===== src/design/atilt_pkg.sv =====
// Shared types, constants and helper functions of the accelerometer tilt estimator.
// Has no dependencies. Every other design file but atilt_chk imports it.
`default_nettype none

package atilt_pkg;

    // Defaults for the top-level parameters.
    localparam int TAP_COUNT_DEF     = 10;
    localparam int WINDOW_LENGTH_DEF = 5;
    localparam int CORDIC_STEPS_DEF  = 16;

    // Each square-root iteration produces one result bit, and the result has 32 bits.
    localparam int SQRT_STEPS = 32;

    localparam int AXIS_W  = 16;
    localparam int ROLL_W  = 16;
    localparam int PITCH_W = 15;
    localparam int ACC_W   = 40;   // FIR accumulator, wide enough for 32 taps
    localparam int CX_W    = 36;   // CORDIC vector components
    localparam int CZ_W    = 34;   // CORDIC angle, in 0.01 degree / 65536
    localparam int SUM_W   = 21;   // window sum of up to 16 angles
    localparam int COEF_W  = 13;

    localparam int ROLL_LIM  = 18000;
    localparam int PITCH_LIM = 9000;

    localparam logic [COEF_W-1:0] HALF_COEF [5] = '{
        13'd393, 13'd1068, 13'd2910, 13'd5211, 13'd6802
    };

    // round(atan(2^-i) in degrees * 100 * 65536)
    localparam logic signed [CZ_W-1:0] ATAN_UNITS [24] = '{
        34'sd294912000, 34'sd174096719, 34'sd91987925, 34'sd46694507,
        34'sd23437865,  34'sd11730358,  34'sd5866610,  34'sd2933484,
        34'sd1466764,   34'sd733385,    34'sd366693,   34'sd183346,
        34'sd91673,     34'sd45837,     34'sd22918,    34'sd11459,
        34'sd5730,      34'sd2865,      34'sd1432,     34'sd716,
        34'sd358,       34'sd179,       34'sd90,       34'sd45
    };

    typedef enum logic [3:0] {
        S_IDLE, S_FIR, S_RND, S_SQ, S_ADD, S_ROOT, S_PSTART, S_PITCH,
        S_PDONE, S_MEAN, S_DIV, S_OUT
    } t_state;

    typedef struct packed {
        logic restart;
        logic load;
        logic fir_mac;
        logic fir_round;
        logic square;
        logic root_start;
        logic root_step;
        logic cor_step;
        logic pitch_start;
        logic pitch_done;
        logic mean_acc;
        logic mean_div;
        logic out_load;
    } t_dp_cmd;

    typedef struct packed {
        logic out_pending;
        logic out_taken;
    } t_dp_status;

    // Coefficient of tap k: the taps mirror about the center, and the
    // table ends at its fifth entry.
    function automatic logic [COEF_W-1:0] f_coef(input int k, input int taps);
        int j;
        j = k;
        if (taps - 1 - k < j) j = taps - 1 - k;
        if (j > 4) j = 4;
        if (j < 0) j = 0;
        return HALF_COEF[j];
    endfunction

    function automatic logic signed [AXIS_W-1:0] f_sat16(
        input logic signed [ACC_W-16:0] v);
        if (v > 25'sd32767) return 16'sh7fff;
        if (v < -25'sd32768) return 16'sh8000;
        return v[AXIS_W-1:0];
    endfunction

    // Round the angle to 0.01 degree and clamp it to +/- lim.
    function automatic logic signed [ROLL_W-1:0] f_angle(
        input logic signed [CZ_W-1:0] z, input int lim);
        logic signed [CZ_W:0]   r;
        logic signed [CZ_W-16:0] q;
        r = {z[CZ_W-1], z} + 35'sd32768;
        q = r[CZ_W:16];
        if (q > 19'(lim)) return 16'(lim);
        if (q < -19'(lim)) return 16'(-lim);
        return q[ROLL_W-1:0];
    endfunction

endpackage

`default_nettype wire


===== src/design/atilt_ctrl.sv =====
// Sequencer of the accelerometer tilt estimator: a state machine and its step counter.
// Depends on atilt_pkg and drives the command struct of atilt_dp.
`default_nettype none

module atilt_ctrl #(
    parameter int TAP_COUNT     = atilt_pkg::TAP_COUNT_DEF,
    parameter int WINDOW_LENGTH = atilt_pkg::WINDOW_LENGTH_DEF,
    parameter int CORDIC_STEPS  = atilt_pkg::CORDIC_STEPS_DEF,
    parameter int CNT_W         = 5
) (
    input  wire                   i_clk,
    input  wire                   i_rst_n,
    input  wire                   i_valid,
    input  wire                   i_action,
    output logic                  o_ready,
    input  atilt_pkg::t_dp_status i_status,
    output atilt_pkg::t_dp_cmd    o_cmd,
    output logic [CNT_W-1:0]      o_idx
);
    import atilt_pkg::*;

    t_state           r_state, n_state;
    logic [CNT_W-1:0] r_cnt, n_cnt;

    always_ff @(posedge i_clk) begin
        if (!i_rst_n) begin
            r_state <= S_IDLE;
            r_cnt   <= '0;
        end else begin
            r_state <= n_state;
            r_cnt   <= n_cnt;
        end
    end

    always_comb begin
        n_state = r_state;
        n_cnt   = r_cnt;
        o_cmd   = '0;
        o_ready = 1'b0;
        case (r_state)
            S_IDLE: begin
                o_ready = 1'b1;
                n_cnt   = '0;
                if (i_valid) begin
                    if (i_action) begin
                        o_cmd.restart = 1'b1;
                    end else begin
                        o_cmd.load = 1'b1;
                        n_state    = S_FIR;
                    end
                end
            end
            S_FIR: begin
                o_cmd.fir_mac = 1'b1;
                n_cnt         = r_cnt + 1'b1;
                if (r_cnt == CNT_W'(TAP_COUNT - 1)) begin
                    n_cnt   = '0;
                    n_state = S_RND;
                end
            end
            S_RND: begin
                o_cmd.fir_round = 1'b1;
                n_state         = S_SQ;
            end
            S_SQ: begin
                o_cmd.square = 1'b1;
                n_state      = S_ADD;
            end
            S_ADD: begin
                o_cmd.root_start = 1'b1;
                n_state          = S_ROOT;
            end
            S_ROOT: begin
                // The roll rotation runs beside the square root.
                o_cmd.root_step = 1'b1;
                o_cmd.cor_step  = (r_cnt < CNT_W'(CORDIC_STEPS));
                n_cnt           = r_cnt + 1'b1;
                if (r_cnt == CNT_W'(SQRT_STEPS - 1)) begin
                    n_cnt   = '0;
                    n_state = S_PSTART;
                end
            end
            S_PSTART: begin
                o_cmd.pitch_start = 1'b1;
                n_state           = S_PITCH;
            end
            S_PITCH: begin
                o_cmd.cor_step = 1'b1;
                n_cnt          = r_cnt + 1'b1;
                if (r_cnt == CNT_W'(CORDIC_STEPS - 1)) begin
                    n_cnt   = '0;
                    n_state = S_PDONE;
                end
            end
            S_PDONE: begin
                o_cmd.pitch_done = 1'b1;
                n_state          = S_MEAN;
            end
            S_MEAN: begin
                o_cmd.mean_acc = 1'b1;
                n_cnt          = r_cnt + 1'b1;
                if (r_cnt == CNT_W'(WINDOW_LENGTH - 1)) begin
                    n_cnt   = '0;
                    n_state = S_DIV;
                end
            end
            S_DIV: begin
                o_cmd.mean_div = 1'b1;
                n_state        = S_OUT;
            end
            S_OUT: begin
                if (!i_status.out_pending || i_status.out_taken) begin
                    o_cmd.out_load = 1'b1;
                    n_state        = S_IDLE;
                end
            end
            default: begin
                n_state = S_IDLE;
            end
        endcase
    end

    assign o_idx = r_cnt;

endmodule

`default_nettype wire


===== config.mk =====
export PLATFORM = sky130hd
export DESIGN_NAME = atilt_ctrl
export DESIGN_NICKNAME = d
export VERILOG_FILES = /design/src/design/atilt_pkg.sv /design/src/design/atilt_ctrl.sv
export SDC_FILE = /design/constraint.sdc
export NUM_CORES = 1
export LEC_CHECK = 0
export BUFFER_PORTS_ARGS = -buffer_cell sky130_fd_sc_hd__buf_4
export CAP_MARGIN = 0
export CORE_MARGIN = 4
export CORE_UTILIZATION = 34
export CTS_CLUSTER_SIZE = 14
export DETAILED_ROUTE_END_ITERATION = 8
export SLEW_MARGIN = 5
export SYNTH_ARGS = -nofsm -noshare
export SYNTH_HDL_FRONTEND = slang
export SYNTH_SLANG_ARGS = --single-unit

===== constraint.sdc =====
create_clock -name i_clk -period 2 [get_ports i_clk]
set_input_delay 0.1 -clock i_clk [delete_from_list [all_inputs] [get_ports i_clk]]
set_output_delay 0.1 -clock i_clk [all_outputs]
set_load 0.03 [all_outputs]

# Yosys cells after proc, flatten, opt, wreduce, memory -nomap -nowiden
# Cells that the tools add are included.
[totals]
ff_bits = 9
input_bits = 6
out_inout_bits = 19
elab_cells = 61
[op_classes]
addsub = 1
magnitude_cmp = 1
eq_ne = 22
mux = 30
n_reduce_logical = 5
[op_table]
columns = ["operator", "count"]
rows = [
  ["4-bit case mux with 12 select lines", 1],
  ["4-bit two-way mux", 7],
  ["5-bit case mux with 5 select lines", 1],
  ["5-bit two-way mux", 4],
  ["4-bit by 3-bit == test with 1-bit output, second input constant", 4],
  ["4-bit == test, second input constant", 4],
  ["1-bit two-way mux", 14],
  ["2-bit != test, second input constant", 7],
  ["5-bit by 4-bit == test with 1-bit output, second input constant", 2],
  ["4-bit by 2-bit == test with 1-bit output, second input constant", 2],
  ["7-bit AND reduction", 1],
  ["5-bit by 1-bit adder with 5-bit output, second input constant", 1],
  ["5-bit by 3-bit == test with 1-bit output, second input constant", 1],
  ["5-bit == test, second input constant", 1],
  ["5-bit < comparator, second input constant", 1],
  ["5-bit nonzero test", 1],
  ["4-bit by 1-bit == test with 1-bit output, second input constant", 1],
  ["4-bit zero test", 1],
  ["2-bit two-way mux", 2],
  ["1-bit case mux with 2 select lines", 1],
  ["1-bit zero test", 1],
  ["1-bit logical OR", 1],
]

# Depth between registers and ports, before layout
# Gate-level depths: netlist of the first run.
[logic_depth]
depth_word = 4
depth_mapped = 7
depth_no_buf = 7

# Worst setup path after synthesis of the first run
# Ideal clock, no wire load.
[synth_path]
path_kind = "reg2reg"
start = "register r_state[0]"
end = "register r_state[0]"
arrival_ps = 1725
required_ps = 1914
path_slack_ps = 188
stages_incl_launch_ff = 5
n_path_buf = 0
synth_period_minus_slack_ps = 1812
path_cell_list = "dfxtp_1 > nor4b_2 > a32oi_2 > and3_4 > a221oi_2"
[synth_via]
elab_chain_len = 3
word_cells_on_any_way = 21
classes_between = "eq/ne (18); mux (1); reduce/logical (2)"
[synth_lines]
columns = ["item", "line_no", "rtl"]
rows = [
  ["from (decl)", "atilt_ctrl.sv:22", "t_state r_state, n_state;"],
  ["from (signal assigned)", "atilt_ctrl.sv:30", "r_state <= n_state;"],
  ["4-bit == test (tied with other cells)", "atilt_ctrl.sv:40", "case (r_state)"],
  ["2-bit != test (no source line)", "--", ""],
  ["7-bit AND reduction (no source line)", "--", ""],
]
# Several ways; a longest one is shown, not always the timed one.
# A chain may end at the register's enable or synchronous reset.

# Final worst setup path of the first run
[layout_path]
start = "register r_state[1]"
end = "register r_state[1]"
# Same word-level chain as after synthesis.

==> impl_metrics.yaml, run 1 <==
setup_path:
  worst-path-max-fanout: 15
  endpoint_kind: "flop"
  crit_type: "flop to flop"
  r2r_cells: 4
  reg2reg_slack_ns: 0.24
  crit_arrival_ns: 1.96
  cp.required_ns: 2.21
  critPathLaunchType: "flop"
  r2r_start: "r_state[1]$_SDFFE_PN0P_"
  critPathLaunch: "r_state[1]$_SDFFE_PN0P_"
  regToRegEndpoint: "r_state[1]$_SDFFE_PN0P_"
synthesis:
  syn_area_um2: 861
  yosysSeqAreaShare_pct: 20.9
  synth_ff_type: "dfxtp_1"
  synthArstFlopShare_pct: 0
  synth_area_per_cell_um2: 8.70
  synth_warnings: 0
  yosysUniqueCellTypes: 46
  ys_ff_latch: 9
  synth_edf_count: 0
  postSynthCellCount: 99
  syn-num-nets: 109
timing:
  fin_crit_ns: 1.76
  fin_setup_tns_ns: 0
  post-route-period-util_pct: 87.8
  fmax_mhz: 570
  setup-violations-final: 0
  worstMarginPinSlew_ns: 0.585
  rsz0062_at_grt: "false"
  skew_ns: 0.00800
  slew_headroom_pct: 61.0
  finalHoldViolCount: 0
  drv_slew: 0
pwr:
  p_seq_share_pct: 26.2
  power.switching_mw: 0.662
  comb_power_share_pct: 62.6
  p_int_mw: 0.652
  vdd_drop_max_v: 0.000764
  p_clk_share_pct: 11.3
  pwr_density_cell_nw_per_um2: 1220
  p_leak_nw: 0.434
  switching_share_pct: 50.4
clock_tree:
  cts.clk_slew.worst_paths_ns: 0.07
  cts_tree: "built"
  post_cts.repair.setup_buffers: 0
  cts_hold_buf: 0
  clk_latency_ns: 0.27
  ctsResizeCount: 0
  cts_root_buf: "clkbuf_4"
  cts_max_path_buffers: 2
  clock_sinks: 9
  ctsHtreeMaxLevel: 1
  cts_buffers: 3
detailed_routing:
  wl_per_cell_um: 14.0
  vias_per_cell: 5.52
  finalWirelength_um: 2120
  vias: 839
  drtPass1Iterations: 4
  drt_iter0_drc: 19
  drc: 0
  antenna_left: 0
global_routing:
  met2_usage_pct: 21.2
  use_met3_pct: 4.17
  grt_max_degree: 16
  grt_pass1_vias: 795
  met1_usage_pct: 20.0
  grt_pass1_wl_um: 3800
  top_usage_layer: "met2"
  grt_overflow: 0
  antenna_found_initial: 0
  grt.total_usage_pct: 14.4
placed_design:
  io_buffers: 24
  hpwlAfterDp_um: 1610
  dpl_cell_area_um2: 1050
  place_congestion: 0.751
die:
  coreArea_um2: 2320
  die-height_um: 58.3
  rows: 17
  die_x_um: 58.3
  initial_utilization_pct: 37.1
  die-area_um2: 3400
  io_pins: 25
final_layout:
  layout_common_cells: "26 x buf_4, 9 x nand2b_1, 9 x dfxtp_1"
  fin_nets: 135
  syn_to_final_growth_pct: 25.3
  mostFrequentLayoutCell: "buf_4"
  n_antenna_cell: 0
  drive_gt1_share_pct: 32.3
  finish.instance_area_um2: 1080
status:
  outcome: "completed"
run:
  cap_violations: 0
hold_path:
  holdPathEnd: "o_idx[1]$_SDFFE_PN0P_"
  holdCritStartpoint: "i_rst_n"
  hold_path_class: "input port to flop"
  hold_depth: 2
==> Yosys cell counts, drive strengths merged (2+ instances only) <==
| cell | count | area, um^2 |
|---|---|---|
| clkbuf | 2 | 8.75 |
| and2 | 3 | 18.8 |
| nand2b | 9 | 56.3 |
| nand2 | 8 | 30.0 |
| a32oi | 2 | 25.0 |
| inv | 6 | 22.5 |
| a31oi | 3 | 25.0 |
| dfxtp | 9 | 180 |
| nand3 | 3 | 15.0 |
| nand4b | 3 | 26.3 |
| nand4bb | 2 | 22.5 |
| nand4 | 2 | 12.5 |
| xnor2 | 2 | 17.5 |
| and3 | 4 | 30.0 |
| nor2 | 5 | 18.8 |
| a21oi | 4 | 20.0 |
| buf | 3 | 30.0 |
| ha | 4 | 50.1 |
| a211oi | 2 | 25.0 |
| nor3 | 2 | 10.0 |
==> worst max-delay path by stage <==
stage | end | slack (ns) | cells after the start
global route | o_idx[0]$_SDFFE_PN0P_ | 0.09 | 4
detailed placement | o_idx[0]$_SDFFE_PN0P_ | 0.28 | 4
finish | r_state[1]$_SDFFE_PN0P_ | 0.24 | 4
global placement | r_state[1]$_SDFFE_PN0P_ | 0.32 | 4
floorplan | r_state[0]$_SDFFE_PN0P_ | 0.19 | 4
CTS | o_idx[0]$_SDFFE_PN0P_ | 0.24 | 4
==> sequential cells by signal, summed over array words and instances (netlist names) <==
register and count:
o_idx 5, r_state 4
==> metrics by stage <==
step           util, %  hold slack [ns]  setup WS, ns  power [mW]  instances
2_1_floorplan        -            0.218         0.188       0.951         99
3_3_place_gp      45.4            0.353         0.317        1.16        148
3_5_place_dp      45.4            0.356         0.280        1.17        148
4_1_cts           46.5           0.0720         0.244        1.33        152
5_1_grt           46.5           0.0818        0.0923        1.43        152
6_report          46.5           0.0826         0.244        1.31        152
==> cell families after synthesis <==
kind of cell	Yosys count	share of synthesized area [%]
and+or+nand+nor	49	38.2
AOI/OAI and AO/OA	22	23.7
buffers and inverters	11	7.12
DFF	9	20.9
adders and majority gates	4	5.81
xor gates and xnor gates	3	3.05
muxes	1	1.16
==> area by class of cell <==
cell class / count / area [um^2]
multi-input combinational: 79 / 619
timing repair buffer: 26 / 195
tap: 28 / 35.0
inverter: 6 / 22.5
clock buffer: 4 / 26.3
fill: 230 / 1240
sequential: 9 / 180
==> worst max-delay path, stage by stage (launching register included) <==
cell     delay, ns
dfxtp_1       0.69
nor2_1        0.15
a32oi_2       0.38
and3_4        0.30
mux2i_1       0.17
==> layer usage <==
layer	vias up	wire length, um	share of wire, %
li1	418	-	-
met1	397	987	47
met2	20	1020	48
met3	4	89	4.2
met4	0	25	1.2
met5	-	0	0
==> power groups by stage <==
stage	clock [mW]	sequential, mW	combinational [mW]
finish	0.148	0.343	0.822
global route	0.163	0.366	0.899
CTS	0.157	0.340	0.828
detailed placement	0	0.344	0.823
global placement	0	0.341	0.815
floorplan	0	0.317	0.633
(Power assumes the default switching activity.)
==> run 2, diff against run 1 <==
--- a/config.mk
+++ b/config.mk
@@ -9,6 +9,7 @@
 export CAP_MARGIN = 0
 export CORE_MARGIN = 4
 export CORE_UTILIZATION = 34
+export CTS_BUF_LIST = sky130_fd_sc_hd__clkbuf_8
 export CTS_CLUSTER_SIZE = 14
 export DETAILED_ROUTE_END_ITERATION = 8
 export SLEW_MARGIN = 5
==> impl_metrics.yaml, run 2 (synthesis gave the netlist of run 1 again) <==
status:
  outcome: "completed"
final_layout:
  fin_nets: 135
  layout_common_cells: "26 x buf_4, 9 x nand2b_1, 9 x dfxtp_1"
  largest_register_ff_count: 5
  syn_to_final_growth_pct: 27.5
  n_antenna_cell: 0
  mostFrequentLayoutCell: "buf_4"
  drive_gt1_share_pct: 32.3
pwr:
  p_leak_nw: 0.446
  pwr_density_cell_nw_per_um2: 1260
  power_mw: 1.38
  vdd_drop_max_v: 0.000727
placed_design:
  hpwlAfterDp_um: 1610
  place_congestion: 0.751
  io_buffers: 24
timing:
  rsz0062_at_grt: "false"
  worstMarginPinSlew_ns: 0.576
  slew_headroom_pct: 61.5
  finalHoldViolCount: 0
  skew_ns: 0.00553
  setup-violations-final: 0
  fmax_mhz: 574
  fin_setup_tns_ns: 0
  fin_crit_ns: 1.74
  post-route-period-util_pct: 87.1
  drv_slew: 0
detailed_routing:
  drt_iter0_drc: 27
  wl_per_cell_um: 14.0
  vias_per_cell: 5.57
  vias: 846
  finalWirelength_um: 2130
  drc: 0
  antenna_left: 0
  drtPass1Iterations: 4
clock_tree:
  cts.clk_slew.worst_paths_ns: 0.05
  cts_hold_buf: 0
  post_cts.repair.setup_buffers: 0
  cts_root_buf: "clkbuf_8"
  clk_latency_ns: 0.24
  cts_max_path_buffers: 2
  cts_buffers: 3
  clock_sinks: 9
  ctsHtreeMaxLevel: 1
  ctsResizeCount: 0
  cts_tree: "built"
setup_path:
  path_delay_family: "flip-flops"
  crit_type: "flop to flop"
  crit_arrival_ns: 1.91
  max_stage_delay_ns: 0.68
  crit_chain: "nor2_1 > a32oi_2 > and3_4 > mux2i_1"
  worst-path-max-fanout: 15
  cp.required_ns: 2.17
  cp_slowest_cell: "dfxtp_1"
  critPathLaunchType: "flop"
  endpoint_kind: "flop"
  cp_num_buf_inv: 0
global_routing:
  grt.total_usage_pct: 14.1
  grt_max_degree: 16
  grt_pass1_vias: 787
  grt_overflow: 0
  grt_pass1_wl_um: 3750
  antenna_found_initial: 0
run:
  cap_violations: 0
die:
  die-height_um: 58.3
  coreArea_um2: 2320
  rows: 17
  die_x_um: 58.3
  io_pins: 25
  initial_utilization_pct: 37.1
  die-area_um2: 3400
hold_path:
  hold_path_class: "input port to flop"
## run 2: cell count changes in the layout (fill, tap and decap cells not counted), sizes merged
cell and change:
clkbuf -1, inv +1
## run 2: report_power, final
group	switching, mW	internal [mW]
logic	0.472	0.353
clock network	0.0767	0.134
registers	0.120	0.223
total	0.669	0.709
## run 2: layout make-up
cell class | instances | area, um^2
inverters | 6 | 22.5
well taps | 28 | 35.0
flip-flops and latches | 9 | 180
clock inverters | 1 | 3.75
multi-input cells | 79 | 619
fillers | 228 | 1220
clock buffers | 3 | 41.3
repair buffers | 26 | 195
## run 2: metrics by stage
step | hold WS, ns | std cells | area (um^2) | setup slack (ns) | util, %
floorplan | 0.218 | 99 | 861 | 0.188 | -
global placement | 0.353 | 148 | 1050 | 0.317 | 45.4
detailed placement | 0.356 | 148 | 1050 | 0.280 | 45.4
CTS | 0.113 | 152 | 1100 | 0.249 | 47.3
global route | 0.123 | 152 | 1100 | 0.0963 | 47.3
finish | 0.117 | 152 | 1100 | 0.257 | 47.3
## run 2: final timing paths
| path | from | end | slack [ns] | cells past startpoint |
|---|---|---|---|---|
| setup / recovery | r_state[1]$_SDFFE_PN0P_ | r_state[1]$_SDFFE_PN0P_ | 0.26 | 4 |
| hold / removal | i_rst_n | o_idx[1]$_SDFFE_PN0P_ | 0.12 | 2 |
| setup reg to reg | r_state[1]$_SDFFE_PN0P_ | r_state[1]$_SDFFE_PN0P_ | 0.26 | 4 |
| hold reg to reg | o_idx[2]$_SDFFE_PN0P_ | o_idx[2]$_SDFFE_PN0P_ | 0.57 | 2 |
## run 2: per-layer routing
| metal | routed length, um | vias up | global-route usage [%] |
|---|---|---|---|
| li1 | - | 418 | - |
| met1 | 974 | 403 | 19.4 |
| met5 | 0 | - | 0 |
| met3 | 86 | 2 | 3.51 |
| met4 | 17 | 0 | 3.97 |
| met2 | 1050 | 23 | 21.7 |
## run 2: worst reg2reg max path, cell delays in order, from the launching register on
cell	delay (ns)
dfxtp_1	0.68
nor2_1	0.15
a32oi_2	0.38
and3_4	0.30
mux2i_1	0.17
